==> src/rtl/core/u8vf_pkg.sv <==
// shared types and constants for the utf-8 validate and fix core
`timescale 1ns / 1ps

package u8vf_pkg;

	// replacement character '?'
	localparam logic [7:0] QMARK = 8'h3F;

	// most result bytes one input byte can cause
	localparam int RUN_MAX = 4;
	localparam int RUN_IW  = $clog2(RUN_MAX);

	// depth of the run queue between front and back
	localparam int RUN_DEPTH = 4;
	localparam int RUN_AW    = $clog2(RUN_DEPTH);
	localparam int RUN_CW    = $clog2(RUN_DEPTH + 1);

	// code point limits
	localparam logic [20:0] CP_MIN2     = 21'h00080;
	localparam logic [20:0] CP_MIN3     = 21'h00800;
	localparam logic [20:0] CP_SURR_LO  = 21'h0D800;
	localparam logic [20:0] CP_SURR_HI  = 21'h0DFFF;
	localparam logic [20:0] CP_NONCHAR  = 21'h0FFFE;
	localparam logic [20:0] CP_MIN4     = 21'h10000;
	localparam logic [20:0] CP_MAX      = 21'h10FFFF;

	typedef struct packed {
		logic [7:0] in_byte;
		logic       string_last;
	} u8vf_in_t;

	typedef struct packed {
		logic [7:0] out_byte;
		logic       run_last;
		logic       string_end;
		logic       string_ok;
	} u8vf_out_t;

	// one run of result bytes caused by a single input byte
	typedef struct packed {
		logic [RUN_MAX-1:0][7:0] bytes;
		logic [RUN_IW-1:0]       last_idx;
		logic                    str_end;
		logic                    str_ok;
	} u8vf_run_t;

endpackage

==> src/rtl/core/utf8_validate_and_fix_core.sv <==
// top level of the utf-8 validate and fix core
//
//   channel  | handshake        | transfer when      | payload
//   ---------+------------------+--------------------+---------------------------------
//   input    | push / full      | push && !full      | item: in_byte, string_last
//   result   | empty / pop      | pop && !empty      | result: out_byte, run_last,
//            |                  |                    |   string_end, string_ok
//
// one input byte per cycle is taken while the run queue has room; results leave
// at one byte per cycle from the output register while pop is held, so the
// sustained rate is one byte per cycle each way when the result side does not
// stall. a result byte passes through the run queue and then the output register
// before it shows up on the result ports. reset is asynchronous and clears the
// queue, the sequence tracker and the output valid flag; the core is ready right
// after. a stalled result side backs up into the run queue and then raises full.
`timescale 1ns / 1ps

module utf8_validate_and_fix_core (
	input  logic                clk,
	input  logic                arst_n,
	input  logic                push,
	output logic                full,
	input  u8vf_pkg::u8vf_in_t  item,
	output logic                empty,
	input  logic                pop,
	output u8vf_pkg::u8vf_out_t result
);
	import u8vf_pkg::*;

	logic      accept;
	logic      run_wr;
	u8vf_run_t run_in;
	u8vf_run_t run_head;
	logic      q_empty;
	logic      head_done;

	// input transfer
	assign accept = push && !full;

	// front: classify byte, hold open sequence, build the run it releases
	u8vf_front u_front (
		.clk    (clk),
		.arst_n (arst_n),
		.accept (accept),
		.item   (item),
		.run_wr (run_wr),
		.run    (run_in)
	);

	// run queue decouples the front from the byte serializer
	u8vf_run_fifo u_fifo (
		.clk    (clk),
		.arst_n (arst_n),
		.wr     (run_wr),
		.wr_run (run_in),
		.full   (full),
		.rd     (head_done),
		.rd_run (run_head),
		.empty  (q_empty)
	);

	// back: one result byte per cycle into the output register while it is free or popped
	u8vf_back u_back (
		.clk       (clk),
		.arst_n    (arst_n),
		.head      (run_head),
		.head_vld  (!q_empty),
		.head_done (head_done),
		.result    (result),
		.empty     (empty),
		.pop       (pop)
	);

endmodule

==> src/rtl/core/u8vf_front.sv <==
// front part: classifies each byte, tracks the open sequence and builds result runs
`timescale 1ns / 1ps

module u8vf_front (
	input  logic                clk,
	input  logic                arst_n,
	input  logic                accept,
	input  u8vf_pkg::u8vf_in_t  item,
	output logic                run_wr,
	output u8vf_pkg::u8vf_run_t run
);
	import u8vf_pkg::*;

	typedef enum logic [2:0] {
		CLS_ASCII,
		CLS_LEAD2,
		CLS_LEAD3,
		CLS_LEAD4,
		CLS_BAD
	} cls_t;

	logic [7:0]  held_q [3];
	logic [1:0]  hc_q;
	logic [1:0]  left_q;
	logic [1:0]  len_q;
	logic        repl_q;

	logic [7:0]  b;
	logic        last;
	logic        is_cont;
	cls_t        cls;
	logic [1:0]  lead_len;
	logic [20:0] cp;
	logic        seq_ok;
	logic        emit;
	logic        bad;
	logic        hold_lead;
	logic        hold_cont;
	logic [RUN_MAX-1:0][7:0] d;

	assign b       = item.in_byte;
	assign last    = item.string_last;
	assign is_cont = (b[7:6] == 2'b10);

	always_comb begin
		priority if (b[7] == 1'b0) begin
			cls = CLS_ASCII;
		end else if (b[7:5] == 3'b110) begin
			cls = CLS_LEAD2;
		end else if (b[7:4] == 4'b1110) begin
			cls = CLS_LEAD3;
		end else if (b[7:3] == 5'b11110) begin
			cls = CLS_LEAD4;
		end else begin
			cls = CLS_BAD;
		end
	end

	always_comb begin
		unique case (cls)
			CLS_LEAD2: lead_len = 2'd1;
			CLS_LEAD3: lead_len = 2'd2;
			CLS_LEAD4: lead_len = 2'd3;
			default:   lead_len = 2'd0;
		endcase
	end

	// code point of the sequence completed by this byte
	always_comb begin
		unique case (len_q)
			2'd1: begin
				cp     = {10'd0, held_q[0][4:0], b[5:0]};
				seq_ok = (cp >= CP_MIN2);
			end
			2'd2: begin
				cp     = {5'd0, held_q[0][3:0], held_q[1][5:0], b[5:0]};
				seq_ok = (cp >= CP_MIN3) && !((cp >= CP_SURR_LO) && (cp <= CP_SURR_HI))
					&& (cp < CP_NONCHAR);
			end
			2'd3: begin
				cp     = {held_q[0][2:0], held_q[1][5:0], held_q[2][5:0], b[5:0]};
				seq_ok = (cp >= CP_MIN4) && (cp <= CP_MAX);
			end
			default: begin
				cp     = '0;
				seq_ok = 1'b0;
			end
		endcase
	end

	// decide whether this byte releases a run, and whether it is all replaced
	always_comb begin
		emit      = 1'b0;
		bad       = 1'b0;
		hold_lead = 1'b0;
		hold_cont = 1'b0;
		if (left_q == 2'd0) begin
			unique case (cls)
				CLS_ASCII: emit = 1'b1;
				CLS_BAD: begin
					emit = 1'b1;
					bad  = 1'b1;
				end
				default: begin
					// lead byte cut off by string end
					emit      = last;
					bad       = last;
					hold_lead = !last;
				end
			endcase
		end else if (!is_cont) begin
			emit = 1'b1;
			bad  = 1'b1;
		end else if (left_q > 2'd1) begin
			emit      = last;
			bad       = last;
			hold_cont = !last;
		end else begin
			emit = 1'b1;
			bad  = !seq_ok;
		end
	end

	assign d[0] = (hc_q != 2'd0) ? held_q[0] : b;
	assign d[1] = (hc_q > 2'd1)  ? held_q[1] : b;
	assign d[2] = (hc_q > 2'd2)  ? held_q[2] : b;
	assign d[3] = b;

	always_comb begin
		for (int k = 0; k < RUN_MAX; k++) begin
			run.bytes[k] = bad ? QMARK : d[k];
		end
		run.last_idx = hc_q;
		run.str_end  = last;
		run.str_ok   = !(repl_q || bad);
	end

	assign run_wr = accept && emit;

	always_ff @(posedge clk or negedge arst_n) begin
		if (!arst_n) begin
			hc_q   <= '0;
			left_q <= '0;
			len_q  <= '0;
			repl_q <= 1'b0;
		end else if (accept) begin
			repl_q <= last ? 1'b0 : (repl_q || bad);
			if (hold_lead) begin
				hc_q   <= 2'd1;
				left_q <= lead_len;
				len_q  <= lead_len;
			end else if (hold_cont) begin
				hc_q   <= hc_q + 2'd1;
				left_q <= left_q - 2'd1;
			end else begin
				hc_q   <= '0;
				left_q <= '0;
				len_q  <= '0;
			end
		end
	end

	always_ff @(posedge clk) begin
		if (accept && hold_lead) begin
			held_q[0] <= b;
		end
		if (accept && hold_cont) begin
			held_q[hc_q] <= b;
		end
	end

endmodule

==> src/rtl/core/u8vf_run_fifo.sv <==
// short queue of result runs between front and back
`timescale 1ns / 1ps

module u8vf_run_fifo (
	input  logic                clk,
	input  logic                arst_n,
	input  logic                wr,
	input  u8vf_pkg::u8vf_run_t wr_run,
	output logic                full,
	input  logic                rd,
	output u8vf_pkg::u8vf_run_t rd_run,
	output logic                empty
);
	import u8vf_pkg::*;

	u8vf_run_t         mem_q [RUN_DEPTH];
	logic [RUN_AW-1:0] wp_q;
	logic [RUN_AW-1:0] rp_q;
	logic [RUN_CW-1:0] cnt_q;
	logic              do_wr;
	logic              do_rd;

	assign full   = (cnt_q == RUN_CW'(RUN_DEPTH));
	assign empty  = (cnt_q == '0);
	assign do_wr  = wr && !full;
	assign do_rd  = rd && !empty;
	assign rd_run = mem_q[rp_q];

	always_ff @(posedge clk) begin
		if (do_wr) begin
			mem_q[wp_q] <= wr_run;
		end
	end

	always_ff @(posedge clk or negedge arst_n) begin
		if (!arst_n) begin
			wp_q  <= '0;
			rp_q  <= '0;
			cnt_q <= '0;
		end else begin
			if (do_wr) begin
				wp_q <= (wp_q == RUN_AW'(RUN_DEPTH - 1)) ? '0 : wp_q + 1'b1;
			end
			if (do_rd) begin
				rp_q <= (rp_q == RUN_AW'(RUN_DEPTH - 1)) ? '0 : rp_q + 1'b1;
			end
			if (do_wr && !do_rd) begin
				cnt_q <= cnt_q + 1'b1;
			end else if (do_rd && !do_wr) begin
				cnt_q <= cnt_q - 1'b1;
			end
		end
	end

endmodule

==> src/rtl/core/u8vf_back.sv <==
// back part: walks the head run one byte a cycle, unless pop stalls, into the output register
`timescale 1ns / 1ps

module u8vf_back (
	input  logic                   clk,
	input  logic                   arst_n,
	input  u8vf_pkg::u8vf_run_t    head,
	input  logic                   head_vld,
	output logic                   head_done,
	output u8vf_pkg::u8vf_out_t    result,
	output logic                   empty,
	input  logic                   pop
);
	import u8vf_pkg::*;

	u8vf_out_t         out_q;
	logic              vld_q;
	logic [RUN_IW-1:0] idx_q;
	logic              load;
	logic              at_end;

	assign load      = head_vld && (!vld_q || pop);
	assign at_end    = (idx_q == head.last_idx);
	assign head_done = load && at_end;
	assign result    = out_q;
	assign empty     = !vld_q;

	always_ff @(posedge clk or negedge arst_n) begin
		if (!arst_n) begin
			vld_q <= 1'b0;
			idx_q <= '0;
		end else if (load) begin
			vld_q <= 1'b1;
			idx_q <= at_end ? '0 : idx_q + 1'b1;
		end else if (pop) begin
			vld_q <= 1'b0;
		end
	end

	always_ff @(posedge clk) begin
		if (load) begin
			out_q.out_byte   <= head.bytes[idx_q];
			out_q.run_last   <= at_end;
			out_q.string_end <= at_end && head.str_end;
			out_q.string_ok  <= at_end && head.str_end && head.str_ok;
		end
	end

endmodule

==> config.mk <==
export PLATFORM = sky130hd
export DESIGN_NAME = utf8_validate_and_fix_core
export DESIGN_NICKNAME = d
export VERILOG_FILES = /design/src/rtl/core/u8vf_pkg.sv /design/src/rtl/core/utf8_validate_and_fix_core.sv /design/src/rtl/core/u8vf_front.sv /design/src/rtl/core/u8vf_run_fifo.sv /design/src/rtl/core/u8vf_back.sv
export SDC_FILE = /design/constraint.sdc
export NUM_CORES = 1
export LEC_CHECK = 0
export ABC_CLOCK_PERIOD_IN_PS = 4100
export CORE_ASPECT_RATIO = 0.7
export CORE_MARGIN = 2
export CORE_UTILIZATION = 57
export CTS_CLUSTER_SIZE = 24
export DETAILED_ROUTE_END_ITERATION = 12
export DONT_BUFFER_PORTS = 1
export PLACE_DENSITY_LB_ADDON = 0.08
export SLEW_MARGIN = 20
export SYNTH_ARGS = -nofsm -noshare
export SYNTH_HDL_FRONTEND = slang
export SYNTH_HIERARCHICAL = 1
export SYNTH_SLANG_ARGS = --single-unit
==> constraint.sdc <==
create_clock -name clk -period 4.1 [get_ports clk]
set_input_delay 0.82 -clock clk [delete_from_list [all_inputs] [get_ports clk]]
set_output_delay 0.82 -clock clk [all_outputs]
set_load 0.02 [all_outputs]
==> results of run 1 <==
[cells by family after synthesis]
group / count (synthesis) / synth area share
xor gates and xnor gates: 6 / 0.006455
DFF: 196 / 0.7125
and+or+nand+nor: 87 / 0.05778
AOI/OAI and AO/OA: 29 / 0.02413
buffers and inverters: 34 / 0.02259
adders and majority gates: 12 / 0.01936
muxes: 71 / 0.1572
[worst paths after layout]
path                                   endpoint  cells past startpoint         startpoint
hold reg to reg                 u_fifo/cnt_q[2]                      1    u_fifo/cnt_q[2]
min in group clk           u_front/held_q[2][5]                      0            item[6]
setup reg to reg                u_fifo/cnt_q[1]                     11  u_front/left_q[0]
hold / removal                  u_fifo/cnt_q[2]                      0             arst_n
setup / recovery                u_fifo/cnt_q[1]                     11  u_front/left_q[0]
max in group asynchronous        u_fifo/rp_q[0]                      0             arst_n
[layer usage]
layer / routed length (µm) / part of all wire / vias up / GRT usage
met5: 0 / 0 / - / 0
li1: - / - / 1739 / -
met3: 780 / 0.051 / 10 / 0.05526
met2: 7264 / 0.47 / 101 / 0.3296
met4: 121 / 0.0079 / 0 / 0.05756
met1: 7181 / 0.47 / 2084 / 0.3259
[power by group through the flow]
| stage | sequential, W | combinational (W) | clock, W |
|---|---|---|---|
| finish | 0.00293 | 0.00158 | 0.00160 |
| global route | 0.00297 | 0.00172 | 0.00171 |
| CTS | 0.00294 | 0.00160 | 0.00163 |
| detailed placement | 0.00297 | 0.00160 | 0 |
| global placement | 0.00296 | 0.00156 | 0 |
| floorplan | 0.00290 | 0.00122 | 0 |
[worst reg2reg max path, delay by kind of cell (launching register included)]
family	cells	cell delay [ns]
AND/OR/NAND/NOR	5	1.40
multiplexers	1	0.27
adder cells (fa/ha/maj)	3	0.97
buffers and inverters	2	0.15
flip-flops	1	0.37
[sequential cells by signal (all words and copies together), names as in the netlist]
name and flops:
u_back/vld_q 1, u_front/left_q 2, u_front/len_q 2, u_front/hc_q 2, u_front/held_q 24, u_fifo/mem_q 144
u_fifo/wp_q 2, u_back/result 11, u_front/repl_q 1, u_fifo/cnt_q 3, u_back/idx_q 2, u_fifo/rp_q 2
[final cells by class]
| type | instances | area share |
|---|---|---|
| clock buffer | 18 | 0.04796 |
| timing repair buffer | 11 | 0.01482 |
| multi-input combinational | 205 | 0.2416 |
| clock inverter | 14 | 0.01524 |
| tap | 190 | 0.02657 |
| inverter | 13 | 0.005453 |
| sequential | 196 | 0.6483 |
[layout by cell type, fill, tap and decap left out, drive strengths merged, types with 2 or more instances in the layout]
cell type	Yosys	final
o21ai	9	9
nor2b	5	5
and2	15	15
a21oi	3	3
o31ai	2	2
or3	2	2
dfrtp	17	17
a21o	2	2
nor2	7	7
a31oi	3	3
nand4	2	2
bufinv	0	2
nor3b	2	2
ha	11	11
xor2	5	5
nand2	28	28
o22ai	2	2
inv	13	15
nand2b	10	10
clkinv	0	10
clkbuf	2	18
edfxtp	179	179
buf	19	11
nand3	3	3
nor3	4	4
and3	4	4
mux2	9	9
mux4	44	44
mux2i	18	18
[per-stage QoR]
stage	total power (W)	std cells
CTS	0.006168	647
global route	0.006399	647
finish	0.006105	647
floorplan	0.004117	435
global placement	0.004513	615
detailed placement	0.004570	615
==> metrics.md, run 1 <==
| Metric | Value |
|---|---|
| Outcome | complete, no violations |
| CTS tree | yes |
| I/O Pins | 26 |
| Deepest clock path buffer count | 2 |
| Sw Ratio | 0.2907 |
| Clk sinks | 196 |
| Synth unique cells | 49 |
| Fmax | around 0.3 GHz |
| Die Area | 0.01527 mm² |
| Vias per Instance | between 6 and 7 |
| Most common cell in the synthesized netlist | edfxtp_1 |
| Starting Density | 0.5850 |
| Clk_lat worst skew | 0.43 ns |
| Placed instance area | 0.008383 mm² |
| Register area | about 0.0058 mm² |
| Psw | ~0.0018 W |
| Logic pwr share | 0.258 |
| First-pass GRT wire length | 24,030 µm |
| Clock-pin slew on the worst setup and hold paths | 0.07 ns |
| Static Leak | 2.986 nW |
| Final setup fails | 0 |
| DRC violations left | 0 |
| Post-synth top area cell | edfxtp_1 |
| Post-CTS Resized | 0 |
| WS Path Type | flop to flop |
| Pre-CTS WS | 0.7122 ns |
| Setup TNS | 0 ns |
| Cell breakdown of the critical path | inv_1, ha_1, or3b_1, or4_1, nand2_1, nor2_1, nor2b_1, ha_1, inv_1, fa_1, mux2_2 |
| CTS buffer count | 17 |
| Slowest stage delay, CP | 0.58 ns |
| Wire per inst | 23.72 µm |
| Critical path's slowest cell | or4_1 |
| Worst EP required | roughly 4.4 ns |
| Seq pwr share | 0.480 |
| # Post-CTS Setup Buffers | 0 |
| Hold Worst Slack | around 0.080 ns |
| Die width | between 100 and 150 µm |
| Initial DRC count | 425 |
| Crit path DAT | roughly 3.6 ns |
| Setup slack, reg-to-reg | 0.83 ns |
| Core area | 0.01392 mm² |
| Final instance area | ~0.0089 mm² |
| Post-Syn Instances | 435 |
| Critical Path Sink Type | flop |
| Share of cells above drive strength 1 | 0.2188 |
| Synthesized area | 0.008142 mm² |
| Slew @ Worst Pin | ~0.8 ns |
| EDFF count, synth | around 180 |
| Die Y | 104.0 µm |
| Area of the multi-input gates | ~0.0022 mm² |
| Synth Area per Inst | 18.72 µm² |
| Hold buffers post-CTS | 0 |
| Setup crit start kind | flop |
| IO buf count | 0 |
| Top FF cell, synth | edfxtp_1 |
| # fillers | 946 |
| Final Cycle Share | 0.7972 |
| Final wirelength | 15,350 µm |
| Min-delay worst type | input pin to async pin |
| Nets@finish | approximately 470 |
| Layout Area Growth over Synthesis | 9.912% |
| Synth cell count leaders | edfxtp_1 (179), mux4_2 (44), nand2_1 (28) |
| # diodes | 0 |
| RSZ-0062 raised after global routing | no |
| Synth top area share | 0.6602 |
| Register area share after synthesis | 0.7125 |
| GP Congestion | 0.8197 |
| Antenna viol nets, final | 0 |
| Clk pwr share | 0.262 |
| Layout Skew | between 0.008 and 0.009 ns |
| TritonRoute pass-1 iters | 5 |
| Async S/R FF share, synth | 0.08673 |
| Total GRT Usage | 0.2188 |
| Hpwl dp | 9581 µm |
| Vias | 3,934 |
| CTS root buf | clkbuf_16 |
| Grt total ovfl | 0 |
| CP bufs+invs | 2 |
| Final core area utilization | 0.6429 |
| Max-slew headroom | 0.4767 |
| Fin worst setup slack | 0.8316 ns |
| Number of max-cap violations | 0 |
| Worst VDD drop | 0.4669 mV |
| Final Max Tran Viols | 0 |
| Mapped Nets | 460 |
| Max H-tree Level | 4 |
| Power per cell area | slightly below 700 mW/mm² |
| CP delay by family, top | simple AND/OR/NAND/NOR gates |
| Vias in the first global route | 3,992 |
| Initial antenna violation count | 0 |
| Largest net degree at the start of global routing | 33 |
| Crit path time final | roughly 3.3 ns |
| Row count | 36 |
| Int Power | between 0.004 and 0.005 W |
| Hold Vio Cnt, Final | 0 |
| Main area contributors after synthesis | edfxtp_1 (66%), mux4_2 (12%), dfrtp_1 (5.2%), mux2i_1 (2.2%), ha_1 (1.7%) |
| Seq cells post-synth | 196 |
| CP Max Fanout | 9 |
| Ys Warns | 6 |
Note: power is estimated with default switching activity, not from simulation.
==> run 2: changes to the inputs <==
--- a/config.mk
+++ b/config.mk
@@ -5,7 +5,8 @@
 export SDC_FILE = /design/constraint.sdc
 export NUM_CORES = 1
 export LEC_CHECK = 0
-export ABC_CLOCK_PERIOD_IN_PS = 4100
+export ABC_AREA = 1
+export ABC_CLOCK_PERIOD_IN_PS = 2800
 export CORE_ASPECT_RATIO = 0.7
 export CORE_MARGIN = 2
 export CORE_UTILIZATION = 57
==> constraint.sdc (replaced) <==
create_clock -name clk -period 2.8 [get_ports clk]
set_input_delay 0.56 -clock clk [delete_from_list [all_inputs] [get_ports clk]]
set_output_delay 0.56 -clock clk [all_outputs]
set_load 0.02 [all_outputs]
==> metrics.md, run 2 <==
| Metric | Value |
|---|---|
| Outcome | complete, no violations (unchanged) |
| Final wirelength | 18,720 µm (was 15,350 µm) |
| Synth cell count leaders | nand2_1 (195), edfxtp_1 (179), inv_1 (121) (was edfxtp_1 (179), mux4_2 (44), nand2_1 (28)) |
| WS Path Type | flop to flop (unchanged) |
| Static Leak | 3.816 nW (was 2.986 nW) |
| Top FF cell, synth | edfxtp_1 (unchanged) |
| Worst EP required | 3.13 ns (was 4.42 ns) |
| TritonRoute pass-1 iters | 5 (unchanged) |
| # fillers | 1,164 (was 946) |
| Row count | 38 (was 36) |
| Initial antenna violation count | 0 (unchanged) |
| Largest net degree at the start of global routing | 60 (was 33) |
| CP Max Fanout | 4 (was 9) |
| Hold Vio Cnt, Final | 0 (unchanged) |
| Core area | 0.01531 mm² (was 0.01392 mm²) |
| Starting Density | 0.5770 (was 0.5850) |
| Clk sinks | 196 (unchanged) |
| Synth Area per Inst | 11.08 µm² (was 18.72 µm²) |
| Crit path DAT | 2.87 ns (was 3.58 ns) |
| Post-synth top area cell | edfxtp_1 (unchanged) |
| Power per cell area | 988.7 mW/mm² (was 682.2 mW/mm²) |
| DRC violations left | 0 (unchanged) |
| Ys Warns | 6 (unchanged) |
| First-pass GRT wire length | 29,570 µm (was 24,030 µm) |
| Commonest non-fill, non-tap cell in the layout | nand2_1 (was edfxtp_1) |
| IO buf count | 0 (unchanged) |
| Wire per inst | 18.46 µm (was 23.72 µm) |
| EDFF count, synth | 179 (unchanged) |
| Final Non-Filler Cells | 1,014 (was 647) |
| Die width | 152.8 µm (was 146.8 µm) |
| Antenna viol nets, final | 0 (unchanged) |
| Min-delay worst type | input pin to flop (was input pin to async pin) |
| Number of max-cap violations | 0 (unchanged) |
| Final setup fails | 0 (unchanged) |
| Critical path's slowest cell | dfrtp_1 (was or4_1) |
| Initial DRC count | 626 (was 425) |
| Dpl cells | 983 (was 615) |
| Seq cells post-synth | 196 (unchanged) |
| Nets@finish | 828 (was 469) |
| Power Total | 0.009451 W (was 0.006105 W) |
| Slowest stage delay, CP | 0.42 ns (was 0.58 ns) |
| Fmax | 0.3938 GHz (was 0.3060 GHz) |
| Post-CTS Resized | 0 (unchanged) |
| Synth unique cells | 37 (was 49) |
| Die Y | 108.2 µm (was 104.0 µm) |
| Critical Path Sink Type | flop (unchanged) |
| Clock-pin slew on the worst setup and hold paths | 0.07 ns (about the same) |
| Vias | 5,602 (was 3,934) |
| Layout Area Growth over Synthesis | 8.215% (was 9.912%) |
| CTS buffer count | 17 (unchanged) |
| Worst VDD drop | 0.4539 mV (was 0.4669 mV) |
| Setup TNS | 0 ns (unchanged) |
| Vias per Instance | 5.525 (was 6.080) |
| Vias in the first global route | 5,252 (was 3,992) |
| Deepest clock path buffer count | 2 (unchanged) |
| Hpwl dp | 11,780 µm (was 9581 µm) |
| Clk_lat worst skew | 0.44 ns (was 0.43 ns) |
| Main area contributors after synthesis | edfxtp_1 (61%), nand2_1 (8.3%), o211ai_1 (6.1%), inv_1 (5.1%), dfrtp_1 (4.8%) (was edfxtp_1 (66%), mux4_2 (12%), dfrtp_1 (5.2%), mux2i_1 (2.2%), ha_1 (1.7%)) |
| Cell breakdown of the critical path | inv_1, nand3_1, inv_1, nor2_2, nand2_1, nor2_1, nand2_1, inv_1, ha_1, inv_1, fa_1, nand2_1, nand3_1, nand2_1, nand2_1 (was inv_1, ha_1, or3b_1, or4_1, nand2_1, nor2_1, nor2b_1, ha_1, inv_1, fa_1, mux2_2) |
| Largest register FFs | 144 (unchanged) |
| Synth top area share | 0.6085 (was 0.6602) |
| CTS root buf | clkbuf_16 (unchanged) |
| Slew @ Worst Pin | 0.8403 ns (was 0.7850 ns) |
| RSZ-0062 raised after global routing | no (unchanged) |
| Final Cycle Share | 0.9069 (was 0.7972) |
| CTS tree | yes (unchanged) |
| Max H-tree Level | 4 (unchanged) |
| Post-Syn Instances | 797 (was 435) |
| Mapped Nets | 822 (was 460) |
| Register area | 0.005804 mm² (was 0.005802 mm²) |
| Largest Register | u_fifo/mem_q (unchanged) |
| Total GRT Usage | 0.2412 (was 0.2188) |
| Share of cells above drive strength 1 | 0.09705 (was 0.2188) |
| Max-slew headroom | 0.4380 (was 0.4767) |
| Final Max Tran Viols | 0 (unchanged) |
| Die Area | 0.01653 mm² (was 0.01527 mm²) |
| Synthesized area | 0.008833 mm² (was 0.008142 mm²) |
| Grt total ovfl | 0 (unchanged) |
| Crit path time final | 2.539 ns (was 3.268 ns) |
| Area of the multi-input gates | 0.002280 mm² (was 0.002162 mm²) |
| Most frequent cells in the layout | nand2_1 (195), edfxtp_1 (179), inv_1 (121) (was edfxtp_1 (179), mux4_2 (44), nand2_1 (28)) |
| Setup crit start kind | flop (unchanged) |
| I/O Pins | 26 (unchanged) |
| Final core area utilization | 0.6244 (was 0.6429) |
| Crit path top cell by count | nand2_1 |
| GP Congestion | 0.8268 (was 0.8197) |
| Async S/R FF share, synth | 0.08673 (unchanged) |
| Most common cell in the synthesized netlist | nand2_1 (was edfxtp_1) |
| Layout Skew | 0.01579 ns (was 0.008315 ns) |
| # diodes | 0 (unchanged) |
| Register area share after synthesis | 0.6567 (was 0.7125) |
==> run 2: changes by cell type after synthesis, sizes merged, moves of 15 or more <==
cell	delta
mux4	-44
nor2	+51
and2	-15
o21ai	+30
nand2	+177
inv	+115
o211ai	+73
mux2i	-18
==> run 2: layout make-up <==
| class | count | area share |
|---|---|---|
| flip-flops and latches | 196 | 0.6072 |
| multi-input cells | 436 | 0.2385 |
| inverters | 130 | 0.05105 |
| clock buffers | 18 | 0.04490 |
| well taps | 200 | 0.02618 |
| repair buffers | 22 | 0.02277 |
| clock inverters | 12 | 0.009424 |
==> run 2: where the power goes <==
part	switching (W)	total [W]	internal, W
Clock	0.00102	0.00222	0.00120
Sequential	0.000337	0.00430	0.00397
Combinational	0.00204	0.00292	0.000878
Total	0.00340	0.00945	0.00605
==> run 2: kinds of logic (layout without fill, tap and decap cells) <==
kind of cell | count (synthesis) | in the layout | share of synthesized area
AND/OR/NAND/NOR | 289 | 289 | 0.1343
flip-flops | 196 | 196 | 0.6567
buffers and inverters | 165 | 182 | 0.08867
AO/OA/AOI/OAI | 133 | 133 | 0.1006
adder cells (fa/ha/maj) | 12 | 12 | 0.01785
XOR/XNOR | 2 | 2 | 0.001983
==> run 2: stage by stage <==
step           hold WS, ns  setup WS (ns)  cell area, µm²
5_1_grt             0.1918       0.002295            9559
6_report            0.2167         0.2606            9559
3_5_place_dp        0.2647         0.2617            9030
2_1_floorplan       0.2644        -0.2063            8843
4_1_cts             0.2098         0.2609            9559
3_3_place_gp        0.2650         0.4061            9030
==> run 2: routing by layer <==
| layer | global-route usage | part of all wire | wire, µm | up-vias |
|---|---|---|---|---|
| met5 | 0 | 0 | 0 | - |
| met4 | 0.05820 | 0.011 | 204 | 0 |
| met3 | 0.06052 | 0.071 | 1325 | 22 |
| met2 | 0.3690 | 0.45 | 8383 | 187 |
| met1 | 0.3525 | 0.47 | 8806 | 2700 |
| li1 | - | - | - | 2693 |
==> run 2: worst paths after layout <==
check	cells after the start	from	end	slack, ns
max	15	u_fifo/cnt_q[0]	u_fifo/cnt_q[2]	0.26
min	0	item[8]	u_front/held_q[0][7]	0.22
max reg2reg	15	u_fifo/cnt_q[0]	u_fifo/cnt_q[2]	0.26
min reg2reg	2	u_fifo/cnt_q[2]	u_fifo/cnt_q[2]	0.52
max in group asynchronous	1	arst_n	u_fifo/rp_q[0]	1.52
min in group asynchronous	1	arst_n	u_front/left_q[0]	0.67
==> run 2: worst max-delay path: cells and delay by family (launching register included) <==
family	cells	cell delay (ns)
AND/OR/NAND/NOR	9	1.07
adder cells (fa/ha/maj)	2	0.54
flip-flops	1	0.42
buffers and inverters	4	0.40
==> run 2: what timing repair did <==
item,4_1_cts,5_1_grt
hold buffers,1,0
buffers inserted,0,0
endpoints found under the setup margin,0,0
endpoints found under the hold margin,17,0
